==> src/rtl/cmd5_pkg.sv <==
// Package: round constants, state codes and helper functions for the digest engine.
package cmd5_pkg;

  typedef enum logic [5:0] {
    S_IN     = 6'b000001,
    S_PAD    = 6'b000010,
    S_CSTART = 6'b000100,
    S_CMP    = 6'b001000,
    S_FIN    = 6'b010000,
    S_OUT    = 6'b100000
  } state_e;

  typedef enum logic [1:0] {
    RET_IN,
    RET_PAD,
    RET_OUT
  } ret_e;

  typedef logic [31:0] ktab_t [64];

  localparam logic [7:0] PadByte = 8'h80;

  localparam logic signed [63:0] QOne = 64'sh4000000000000000;
  localparam logic signed [63:0] T1  = QOne / 64'sd1;
  localparam logic signed [63:0] T2  = T1  / 64'sd2;
  localparam logic signed [63:0] T3  = T2  / 64'sd3;
  localparam logic signed [63:0] T4  = T3  / 64'sd4;
  localparam logic signed [63:0] T5  = T4  / 64'sd5;
  localparam logic signed [63:0] T6  = T5  / 64'sd6;
  localparam logic signed [63:0] T7  = T6  / 64'sd7;
  localparam logic signed [63:0] T8  = T7  / 64'sd8;
  localparam logic signed [63:0] T9  = T8  / 64'sd9;
  localparam logic signed [63:0] T10 = T9  / 64'sd10;
  localparam logic signed [63:0] T11 = T10 / 64'sd11;
  localparam logic signed [63:0] T12 = T11 / 64'sd12;
  localparam logic signed [63:0] T13 = T12 / 64'sd13;
  localparam logic signed [63:0] T14 = T13 / 64'sd14;
  localparam logic signed [63:0] T15 = T14 / 64'sd15;
  localparam logic signed [63:0] T16 = T15 / 64'sd16;
  localparam logic signed [63:0] T17 = T16 / 64'sd17;
  localparam logic signed [63:0] T18 = T17 / 64'sd18;
  localparam logic signed [63:0] T19 = T18 / 64'sd19;
  localparam logic signed [63:0] T20 = T19 / 64'sd20;
  localparam logic signed [63:0] T21 = T20 / 64'sd21;
  localparam logic signed [63:0] T22 = T21 / 64'sd22;
  localparam logic signed [63:0] T23 = T22 / 64'sd23;
  localparam logic signed [63:0] T24 = T23 / 64'sd24;
  localparam logic signed [63:0] T25 = T24 / 64'sd25;
  localparam logic signed [63:0] T26 = T25 / 64'sd26;
  localparam logic signed [63:0] T27 = T26 / 64'sd27;

  localparam logic signed [63:0] SinOne = T1 - T3 + T5 - T7 + T9 - T11 + T13 - T15
                                        + T17 - T19 + T21 - T23 + T25 - T27;
  localparam logic signed [63:0] CosOne = QOne - T2 + T4 - T6 + T8 - T10 + T12 - T14
                                        + T16 - T18 + T20 - T22 + T24 - T26;

  function automatic logic [63:0] fx_mag(input logic signed [63:0] a);
    return a[63] ? 64'(-a) : 64'(a);
  endfunction

  function automatic logic signed [63:0] fx_mul(input logic signed [63:0] a,
                                                input logic signed [63:0] b);
    logic [127:0] p;
    logic [63:0]  r;
    p = {64'b0, fx_mag(a)} * {64'b0, fx_mag(b)};
    r = p[125:62];
    return (a[63] != b[63]) ? -$signed(r) : $signed(r);
  endfunction

  function automatic ktab_t build_ktab();
    ktab_t k;
    logic signed [63:0] cn, sn, nc, ns;
    logic [63:0] v;
    cn = CosOne;
    sn = SinOne;
    for (int n = 0; n < 64; n++) begin
      v = fx_mag(cn) >> 30;
      k[n] = (v > 64'hFFFFFFFF) ? 32'hFFFFFFFF : v[31:0];
      nc = fx_mul(cn, CosOne) - fx_mul(sn, SinOne);
      ns = fx_mul(sn, CosOne) + fx_mul(cn, SinOne);
      cn = nc;
      sn = ns;
    end
    return k;
  endfunction

  localparam ktab_t KTab = build_ktab();

  function automatic logic [3:0] msg_idx(input logic [5:0] i);
    logic [3:0] j;
    j = i[3:0];
    unique case (i[5:4])
      2'd0: return j;
      2'd1: return 4'(4'd5 * j + 4'd1);
      2'd2: return 4'(4'd3 * j + 4'd5);
      default: return 4'(4'd7 * j);
    endcase
  endfunction

  function automatic logic [4:0] shamt(input logic [5:0] i);
    unique case ({i[5:4], i[1:0]})
      4'h0: return 5'd7;
      4'h1: return 5'd12;
      4'h2: return 5'd17;
      4'h3: return 5'd22;
      4'h4: return 5'd5;
      4'h5: return 5'd9;
      4'h6: return 5'd14;
      4'h7: return 5'd20;
      4'h8: return 5'd4;
      4'h9: return 5'd11;
      4'hA: return 5'd16;
      4'hB: return 5'd23;
      4'hC: return 5'd6;
      4'hD: return 5'd10;
      4'hE: return 5'd15;
      default: return 5'd21;
    endcase
  endfunction

  function automatic logic [31:0] rotl(input logic [31:0] x, input logic [4:0] s);
    logic [63:0] t;
    t = {x, x} << s;
    return t[63:32];
  endfunction

endpackage

==> src/rtl/cosine_table_md5_digest.sv <==
// Top level: byte-serial MD5-style hash engine with cosine round constants.
//
//   channel | direction | fields
//   in      | sink      | msg_byte_i, byte_present_i, msg_last_i
//   out     | source    | digest_byte_o, digest_last_o
//
// Bytes are taken back to back while collecting; a full 64-byte block
// stalls input while compressed (a read setup, 64 rounds through the block
// RAM read port, a final add). A message end pads the block to word 15 and
// compresses it, again for an extra length block, then 16 output transfers.
// Reset clears control, the byte count and loads the initial chaining value.
// in_stall_o is high whenever the engine is not collecting bytes.
module cosine_table_md5_digest (
  input  logic       clk_i,
  input  logic       rst_ni,
  input  logic       in_valid_i,
  output logic       in_stall_o,
  input  logic [7:0] msg_byte_i,
  input  logic       byte_present_i,
  input  logic       msg_last_i,
  output logic       out_valid_o,
  input  logic       out_stall_i,
  output logic [7:0] digest_byte_o,
  output logic       digest_last_o
);
  import cmd5_pkg::*;

  state_e      state_q, state_d;
  ret_e        ret_q, ret_d;
  logic [60:0] cnt_q, cnt_d;
  logic [31:0] wbuf_q, wbuf_d;
  logic [3:0]  pw_q, pw_d;
  logic        pad2_q, pad2_d;
  logic [5:0]  rnd_q, rnd_d;
  logic [3:0]  oidx_q, oidx_d;
  logic [31:0] ch_q [4];
  logic [31:0] ch_d [4];
  logic [31:0] a_q, b_q, c_q, d_q, a_d, b_d, c_d, d_d;

  logic        we;
  logic [3:0]  waddr, raddr;
  logic [31:0] wdata, rdata;
  logic [31:0] fval, sum, part;
  logic [63:0] bits;
  logic        in_xfer;

  cmd5_ram #(.Width(32), .Depth(16)) u_blk (
    .clk_i  (clk_i),
    .we_i   (we),
    .waddr_i(waddr),
    .wdata_i(wdata),
    .raddr_i(raddr),
    .rdata_o(rdata)
  );

  assign in_stall_o    = (state_q != S_IN);
  assign in_xfer       = in_valid_i && (state_q == S_IN);
  assign out_valid_o   = (state_q == S_OUT);
  assign digest_last_o = out_valid_o && (oidx_q == 4'd15);
  assign digest_byte_o = ch_q[oidx_q[3:2]][oidx_q[1:0]*8 +: 8];
  assign bits          = {cnt_q, 3'b000};

  always_comb begin
    unique case (cnt_q[1:0])
      2'd0: part = {24'h0, PadByte};
      2'd1: part = {16'h0, PadByte, wbuf_q[7:0]};
      2'd2: part = {8'h0, PadByte, wbuf_q[15:0]};
      default: part = {PadByte, wbuf_q[23:0]};
    endcase
  end

  always_comb begin
    unique case (rnd_q[5:4])
      2'd0: fval = (b_q & c_q) | (~b_q & d_q);
      2'd1: fval = (b_q & d_q) | (c_q & ~d_q);
      2'd2: fval = b_q ^ c_q ^ d_q;
      default: fval = c_q ^ (b_q | ~d_q);
    endcase
    sum = a_q + fval + KTab[rnd_q] + rdata;
  end

  always_comb begin
    state_d = state_q;
    ret_d   = ret_q;
    cnt_d   = cnt_q;
    wbuf_d  = wbuf_q;
    pw_d    = pw_q;
    pad2_d  = pad2_q;
    rnd_d   = rnd_q;
    oidx_d  = oidx_q;
    ch_d    = ch_q;
    a_d     = a_q;
    b_d     = b_q;
    c_d     = c_q;
    d_d     = d_q;
    we      = 1'b0;
    waddr   = cnt_q[5:2];
    wdata   = {msg_byte_i, wbuf_q[23:0]};
    raddr   = msg_idx(6'd0);

    unique case (state_q)
      S_IN: begin
        if (in_xfer) begin
          if (byte_present_i) begin
            wbuf_d[cnt_q[1:0]*8 +: 8] = msg_byte_i;
            cnt_d = cnt_q + 61'd1;
            we    = (cnt_q[1:0] == 2'd3);
          end
          pw_d = cnt_d[5:2];
          if (byte_present_i && cnt_q[5:0] == 6'd63) begin
            ret_d   = msg_last_i ? RET_PAD : RET_IN;
            state_d = S_CSTART;
          end else if (msg_last_i) begin
            state_d = S_PAD;
          end
        end
      end
      S_PAD: begin
        we    = 1'b1;
        waddr = pw_q;
        if (!pad2_q && pw_q == cnt_q[5:2]) begin
          wdata = part;
        end else if ((pad2_q || cnt_q[5:3] != 3'b111) && pw_q == 4'd14) begin
          wdata = bits[31:0];
        end else if ((pad2_q || cnt_q[5:3] != 3'b111) && pw_q == 4'd15) begin
          wdata = bits[63:32];
        end else begin
          wdata = '0;
        end
        pw_d = pw_q + 4'd1;
        if (pw_q == 4'd15) begin
          state_d = S_CSTART;
          if (!pad2_q && cnt_q[5:3] == 3'b111) begin
            pad2_d = 1'b1;
            ret_d  = RET_PAD;
          end else begin
            ret_d  = RET_OUT;
          end
        end
      end
      S_CSTART: begin
        raddr   = msg_idx(6'd0);
        rnd_d   = '0;
        a_d     = ch_q[0];
        b_d     = ch_q[1];
        c_d     = ch_q[2];
        d_d     = ch_q[3];
        state_d = S_CMP;
      end
      S_CMP: begin
        raddr = msg_idx(rnd_q + 6'd1);
        a_d   = d_q;
        d_d   = c_q;
        c_d   = b_q;
        b_d   = b_q + rotl(sum, shamt(rnd_q));
        rnd_d = rnd_q + 6'd1;
        if (rnd_q == 6'd63) begin
          state_d = S_FIN;
        end
      end
      S_FIN: begin
        ch_d[0] = ch_q[0] + a_q;
        ch_d[1] = ch_q[1] + b_q;
        ch_d[2] = ch_q[2] + c_q;
        ch_d[3] = ch_q[3] + d_q;
        pw_d    = pad2_q ? 4'd0 : cnt_q[5:2];
        oidx_d  = '0;
        unique case (ret_q)
          RET_IN:  state_d = S_IN;
          RET_PAD: state_d = S_PAD;
          default: state_d = S_OUT;
        endcase
      end
      default: begin
        if (!out_stall_i) begin
          oidx_d = oidx_q + 4'd1;
          if (oidx_q == 4'd15) begin
            ch_d[0] = KTab[8];
            ch_d[1] = KTab[5];
            ch_d[2] = KTab[2];
            ch_d[3] = KTab[0];
            cnt_d   = '0;
            pad2_d  = 1'b0;
            state_d = S_IN;
          end
        end
      end
    endcase
  end

  always_ff @(posedge clk_i or negedge rst_ni) begin
    if (!rst_ni) begin
      state_q <= S_IN;
      ret_q   <= RET_IN;
      cnt_q   <= '0;
      pw_q    <= '0;
      pad2_q  <= 1'b0;
      rnd_q   <= '0;
      oidx_q  <= '0;
      ch_q[0] <= KTab[8];
      ch_q[1] <= KTab[5];
      ch_q[2] <= KTab[2];
      ch_q[3] <= KTab[0];
    end else begin
      state_q <= state_d;
      ret_q   <= ret_d;
      cnt_q   <= cnt_d;
      pw_q    <= pw_d;
      pad2_q  <= pad2_d;
      rnd_q   <= rnd_d;
      oidx_q  <= oidx_d;
      ch_q    <= ch_d;
    end
  end

  always_ff @(posedge clk_i) begin
    wbuf_q <= wbuf_d;
    a_q    <= a_d;
    b_q    <= b_d;
    c_q    <= c_d;
    d_q    <= d_d;
  end

endmodule

==> src/rtl/cmd5_ram.sv <==
// Generic single-port-write, single-port-read RAM with registered read data.
module cmd5_ram #(
  parameter int Width = 32,
  parameter int Depth = 16
) (
  input  logic                     clk_i,
  input  logic                     we_i,
  input  logic [$clog2(Depth)-1:0] waddr_i,
  input  logic [Width-1:0]         wdata_i,
  input  logic [$clog2(Depth)-1:0] raddr_i,
  output logic [Width-1:0]         rdata_o
);

  logic [Width-1:0] mem_q [Depth];

  always_ff @(posedge clk_i) begin
    if (we_i) begin
      mem_q[waddr_i] <= wdata_i;
    end
    rdata_o <= mem_q[raddr_i];
  end

endmodule

==> config.mk <==
export PLATFORM = sky130hd
export DESIGN_NAME = cosine_table_md5_digest
export DESIGN_NICKNAME = d
export VERILOG_FILES = /design/src/rtl/cmd5_pkg.sv /design/src/rtl/cosine_table_md5_digest.sv /design/src/rtl/cmd5_ram.sv
export SDC_FILE = /design/constraint.sdc
export NUM_CORES = 2
export LEC_CHECK = 0
export BUFFER_PORTS_ARGS = -buffer_cell sky130_fd_sc_hd__buf_2
export CORE_ASPECT_RATIO = 0.75
export CORE_MARGIN = 4
export CORE_UTILIZATION = 25
export DETAILED_ROUTE_END_ITERATION = 10
export GPL_ROUTABILITY_DRIVEN = 0
export PLACE_DENSITY = 0.48
export SYNTH_ARGS = -nofsm -noshare
export SYNTH_HDL_FRONTEND = slang
export SYNTH_SLANG_ARGS = --single-unit
==> constraint.sdc <==
create_clock -name clk_i -period 24 [get_ports clk_i]
set_input_delay 3.6 -clock clk_i [delete_from_list [all_inputs] [get_ports clk_i]]
set_output_delay 3.6 -clock clk_i [all_outputs]
set_load 0.02 [all_outputs]
# ---- After elaboration in Yosys (flattened, before gate mapping)
# Memory sizes are Yosys's and may differ from the RTL's. A register that Yosys moved wholly into a read port is not among the register bits.
# Index checks and enable logic that the tools add are counted.
dict set report totals {
  reg_bits 372
  ram_bits 512
  rom_bits 2128
  out_inout_bits 11
  mem_count 3
}
# memory depth word_bits read_ports rd_clocked_by_memory_dff write_ports line_no
set memory_table {}
lappend memory_table {{(no name shown)} 64 32 1 0 0 cosine_table_md5_digest.sv:79} ;# sum = a_q + fval + KTab[rnd_q] + rdata;
lappend memory_table {u_blk.mem_q 16 32 1 1 1 cmd5_ram.sv:14} ;# logic [Width-1:0] mem_q [Depth];
lappend memory_table {{(no name shown)} 16 5 1 0 0 cmd5_pkg.sv:101} ;# unique case ({i[5:4], i[1:0]})
dict set report op_classes {
  addsub 15
  mul 3
  order_cmp 2
  n_eq_ne 34
  shifts 4
  n_mux 59
  bitwise_logic 17
  reduce_logical 32
}
# cell n
set op_table {}
lappend op_table {{$add A32 B32 Y32} 8}
lappend op_table {{$mux W128} 2}
lappend op_table {{$mux W32} 8}
lappend op_table {{$pmux W128 S2} 1}
lappend op_table {{$pmux W32 S2} 4}
lappend op_table {{$mux W61} 4}
lappend op_table {{$pmux W32 S3} 2}
lappend op_table {{$and A32 B32 Y32} 4}
lappend op_table {{$pmux W61 S2} 1}
lappend op_table {{$or A32 B32 Y32} 3}
lappend op_table {{$xor A32 B32 Y32} 3}
lappend op_table {{$bmux W32 S2} 1}
lappend op_table {{$not A32 Y32} 2}
lappend op_table {{$shl A64 B5 Y64} 1}
lappend op_table {{$add A61 B1 Y61 const B} 1}
lappend op_table {{$mux W6} 7}
lappend op_table {{$neg A5 Y34} 1}
lappend op_table {{$shift A8 B34 Y32 const A} 1}
lappend op_table {{$shiftx A8 B34 Y32} 1}
lappend op_table {{$bwmux W32} 1}
lappend op_table {{$shiftx A32 B6 Y8} 1}
lappend op_table {{$pmux W6 S5} 1}
lappend op_table {{$pmux W4 S3} 2}
lappend op_table {{$pmux W6 S2} 2}
lappend op_table {{other kinds (46)} 104}

# ---- Depth between registers and ports, before layout
dict set report depth {
  word_depth 10
  mapped_depth 41
}

# ---- Modules after synthesis
# Synthesis repeated with hierarchy kept, for this count alone.
dict set report hier_totals {
  hier_cells 5118
  hier_area_um2 54698.7
}
# module instances cells_each area_per_inst_um2 seq_area_each_um2
set modules_own_cells {}
lappend modules_own_cells {cosine_table_md5_digest 1 4280 34863.4 9958.3}
lappend modules_own_cells {cmd5_ram 1 838 19835.3 16015.4}

# ---- Least setup slack after synthesis
# Ideal clock, no wire load.
dict set report synth_path {
  kind {register -> register}
  from {reg rnd_q[1]}
  to {reg b_q[26], data pin}
  arrival_time_ps 8876
  path_slack_ps 14857
  stages_incl_launch_ff 40
  path_buffers 3
  period_less_slack_ps 9143
  path_cell_list {dfrtp_1 clkbuf_1 inv_1 clkbuf_1 ha_1 buf_2 clkinv_1 nand2_1 a21oi_1 nor2_1 mux4_2 fa_1 inv_1 fa_1 inv_1 ha_1 a21o_1 a21o_1 [... 4 more ...] o21ba_1 mux2i_1 mux2i_1 o221ai_1 a31oi_1 ha_1 fa_1 a21o_1 a21oi_1 o21bai_1 a2111o_1 a31o_2 o311a_1 a31oi_1 o21ai_0 a21oi_1 xor2_1 o21ai_0}
}
dict set report synth_between {
  elab_chain_cells 9
}
# item line_no
set synth_lines {}
lappend synth_lines {{from (decl)} cosine_table_md5_digest.sv:34} ;# logic [5:0] rnd_q, rnd_d;
lappend synth_lines {{from (signal assigned)} cosine_table_md5_digest.sv:210} ;# rnd_q <= rnd_d;
lappend synth_lines {{$not A6 Y7 (implied by the code)} cosine_table_md5_digest.sv:79}
lappend synth_lines {{$mem_v2 Z64 W32} n/a}
lappend synth_lines {{$mux W32 (implied by the code) (2 in a row)} cosine_table_md5_digest.sv:79}
lappend synth_lines {{$add A32 B32 Y32 (2 in a row)} cosine_table_md5_digest.sv:79}
lappend synth_lines {{$shl A64 B5 Y64 *} cmd5_pkg.sv:123} ;# t = {x, x} << s;
lappend synth_lines {{$add A32 B32 Y32 *} cosine_table_md5_digest.sv:155} ;# b_d = b_q + rotl(sum, shamt(rnd_q));
lappend synth_lines {{$pmux W32 S2 *} cosine_table_md5_digest.sv:101} ;# unique case (state_q)
lappend synth_lines {{named net b_d[26]} cosine_table_md5_digest.sv:38} ;# logic [31:0] a_q, b_q, c_q, d_q, a_d, b_d, c_d, d_d;
lappend synth_lines {{to (signal assigned)} cosine_table_md5_digest.sv:219} ;# b_q <= b_d;
lappend synth_lines {{to (decl)} cosine_table_md5_digest.sv:38}
# Mark *: on every way through the listed nets, which the timed path passes. The rest lies on a longest branch. The select of a mux whose other input is x is not followed.
# A chain may end at the register's enable or synchronous reset.

# ---- Worst setup path in the final report
dict set report layout_path {
  from {reg rnd_q[0]}
  to {reg b_q[31], data pin}
}
# Same word-level chain as after synthesis.

==> results.py <==
metrics = {
    "worst_setup_path": {
        "critPathRequiredTime_ns": 24.45,
        "start_kind": "flop",
        "end_kind": "flop",
        "path_common_cell": "a21oi_1",
        "cp_data_arrival_time_ns": 12.29,
        "slowest_delay_ns": 0.95,
        "reg2regPathDepth": 38,
        "slowest_stage": "ha_1",
        "cp_max_fo": 29,
        "criticalPathCategory": "reg2reg",
    },
    "grt": {
        "met1_usage": 0.247,
        "grt_antenna_before_repair": 6,
        "grt_first_pass_wirelength_um": 281000,
        "grt_max_degree": 165,
        "overflow": 0,
        "grt_use_met2": 0.221,
        "met3_usage": 0.0284,
        "track_usage": 0.158,
        "busiest_layer": "met1",
        "grt_pass1_vias": 41600,
    },
    "synthesis": {
        "synth_area_leaders": "edfxtp_1 36%, nand2_1 6.6%, dfrtp_1 6.3%",
        "netlist.area_leader.share": 0.358,
        "ys_warn_count": 0,
        "synth_edf_count": 664,
        "synth_seq_cells": 908,
        "ys_types": 114,
        "synthMostInstantiatedCell": "nand2_1",
        "synth_area_um2": 55700,
        "postSynthCellCount": 5702,
        "yosysTopAreaCell": "edfxtp_1",
        "syn_area_per_cell_um2": 9.77,
        "synthTopCellsByCount": "972 x nand2_1, 664 x edfxtp_1, 408 x a21oi_1",
        "postSynth.asyncResetShare": 0.233,
        "syn-num-nets": 5998,
        "synthFlopType": "edfxtp_1",
        "ys_seq_area_frac": 0.466,
    },
    "clock_network": {
        "cts_tree": "done",
        "clkSinkCount": 908,
        "cts_buffers": 104,
        "clk_latency_ns": 0.73,
        "cts_hold_buf": 0,
        "clk_path_buf_depth": 3,
        "cts.clk_slew.worst_paths_ns": 0.06,
        "cts_root_buf": "clkbuf_16",
        "cts_setup_buffers": 0,
        "cts-resized-gates": 0,
        "htreeDepth": 3,
    },
    "die": {
        "rows": 149,
        "coreArea_um2": 221000,
        "initial_core_util": 0.252,
        "die_h_um": 417,
        "pin_count": 25,
        "die_w_um": 553,
        "fp.dieArea_um2": 230000,
    },
    "drt": {
        "wirelength_um": 190000,
        "drtAntennaViolNets": 0,
        "dr.first_iter.drc_count": 5236,
        "vias_per_cell": 5.21,
        "drc": 0,
        "wire_per_inst_um": 22.1,
        "vias": 44900,
        "drt_first_pass_iters": 8,
    },
    "timing": {
        "slew_viol_final": 0,
        "grt_setup_unrepaired": "false",
        "finalCriticalPeriod_ns": 11.84,
        "skew_ns": 0.0431,
        "period_share": 0.493,
        "timing.fmax_ghz": 0.0845,
        "hold_viol": 0,
        "setup_tns_ns": 0,
        "final-setup-viol-count": 0,
        "hold_ws_ns": 0.526,
        "tightest_slew_ns": 1.30,
        "max_slew_margin": 0.121,
    },
    "min_path": {
        "whs_path_depth": 2,
        "hold_class": "reg2reg",
    },
    "placement": {
        "numPortBuffers": 24,
        "dp_hpwl_um": 128000,
        "post-place-cells": 8410,
    },
    "finish": {
        "synthToLayoutAreaGrowth_pct": 12.3,
        "final_cells": 8609,
        "layout-drive-gt1-share": 0.0908,
        "fillers": 23100,
        "fin_nets": 5868,
    },
    "status": {
        "status": "finished clean",
    },
    "flow_run": {
        "maxCapViolCount": 0,
    },
}
-- cells in the final DEF, fill, tap and decap left out, types with 48 or more instances in the layout --
cell and n:
a211oi_1 224, a21o_1 99, a21oi_1 408, a311oi_1 78, a31oi_1 141, and2_1 168, and3_1 60, buf_4 74
clkbuf_16 105, dfrtp_1 136, dfstp_2 71, edfxtp_1 664, fa_1 67, ha_1 215, inv_1 202, mux2i_1 55
nand2_1 970, nand3_1 113, nor2_1 296, nor3_1 51, o211ai_1 48, o21ai_0 400, xnor2_1 135, xor2_1 102
-- metal layers --
layer | vias up | routed length, µm
li1 | 20700 | -
met1 | 22200 | 93800
met5 | - | 0
met2 | 1756 | 76600
met4 | 0 | 4640
met3 | 279 | 15100
-- area by class of cell --
cell class | instances | area [µm²] | area share
multi-input combinational | 4253 | 27800 | 0.445
sequential | 908 | 26000 | 0.416
tap | 2944 | 3680 | 0.0589
clock buffer | 143 | 2910 | 0.0465
inverter | 206 | 778 | 0.0124
timing repair buffer | 99 | 706 | 0.0113
clock inverter | 53 | 639 | 0.0102
antenna | 3 | 7.51 | 0.000120
-- worst max-delay path, delay by kind of cell, from the launching register on --
family                     cells  cell delay, ns
DFF                            1            0.32
adders and majority gates      5            2.73
AOI/OAI and AO/OA             18            4.87
buffers and inverters          6            1.59
muxes                          3            0.50
and+or+nand+nor                6            1.48
-- metrics by stage --
step / worst slack [ns] / instance area, µm² / util
after floorplan: 14.86 / 55700 / -
after global placement: 12.78 / 59000 / 0.267
after detailed placement: 12.67 / 59000 / 0.267
after CTS: 12.59 / 62500 / 0.283
after global routing: 11.50 / 62500 / 0.283
final: 12.16 / 62500 / 0.283
-- state kept, by name, summed over array words and instances (netlist names) --
signal and flops:
ret_q 2, ch_q 128, rnd_q 6, u_blk.mem_q 512
pw_q 4, b_q 32, c_q 32, pad2_q 1
a_q 32, cnt_q 61, state_q 6, u_blk.rdata_o 32
d_q 32, wbuf_q 24, oidx_q 4
-- final timing paths --
| check | startpoint | endpoint | slack (ns) |
|---|---|---|---|
| setup / recovery | rnd_q[0]$_DFFE_PN0P_ | b_q[31]$_DFFE_PP_ | 12.16 |
| hold / removal | ch_q[77]$_DFFE_PN1P_ | ch_q[77]$_DFFE_PN1P_ | 0.53 |
| setup reg to reg | rnd_q[0]$_DFFE_PN0P_ | b_q[31]$_DFFE_PP_ | 12.16 |
| hold reg to reg | ch_q[77]$_DFFE_PN1P_ | ch_q[77]$_DFFE_PN1P_ | 0.53 |
| max in group asynchronous | rst_ni | oidx_q[2]$_DFFE_PN0P_ | 19.21 |
| min in group asynchronous | rst_ni | ch_q[23]$_DFFE_PN0P_ | 2.83 |
-- cell families (layout without fill, tap and decap cells) --
group           count (synthesis)  in the layout  share of synthesized area
simple gates                 1896           1896                      0.154
compound gates               1713           1713                      0.199
flops                         908            908                      0.466
buf+inv                       541            501                     0.0385
fa+ha+maj                     282            282                     0.0724
xor+xnor                      239            239                     0.0376
mux                           123            123                     0.0330
other cells                     0              3                          0
Power is left out: the tool's default activity adds up to more than one toggle a clock period on the data nets, which glitch-free logic cannot reach.
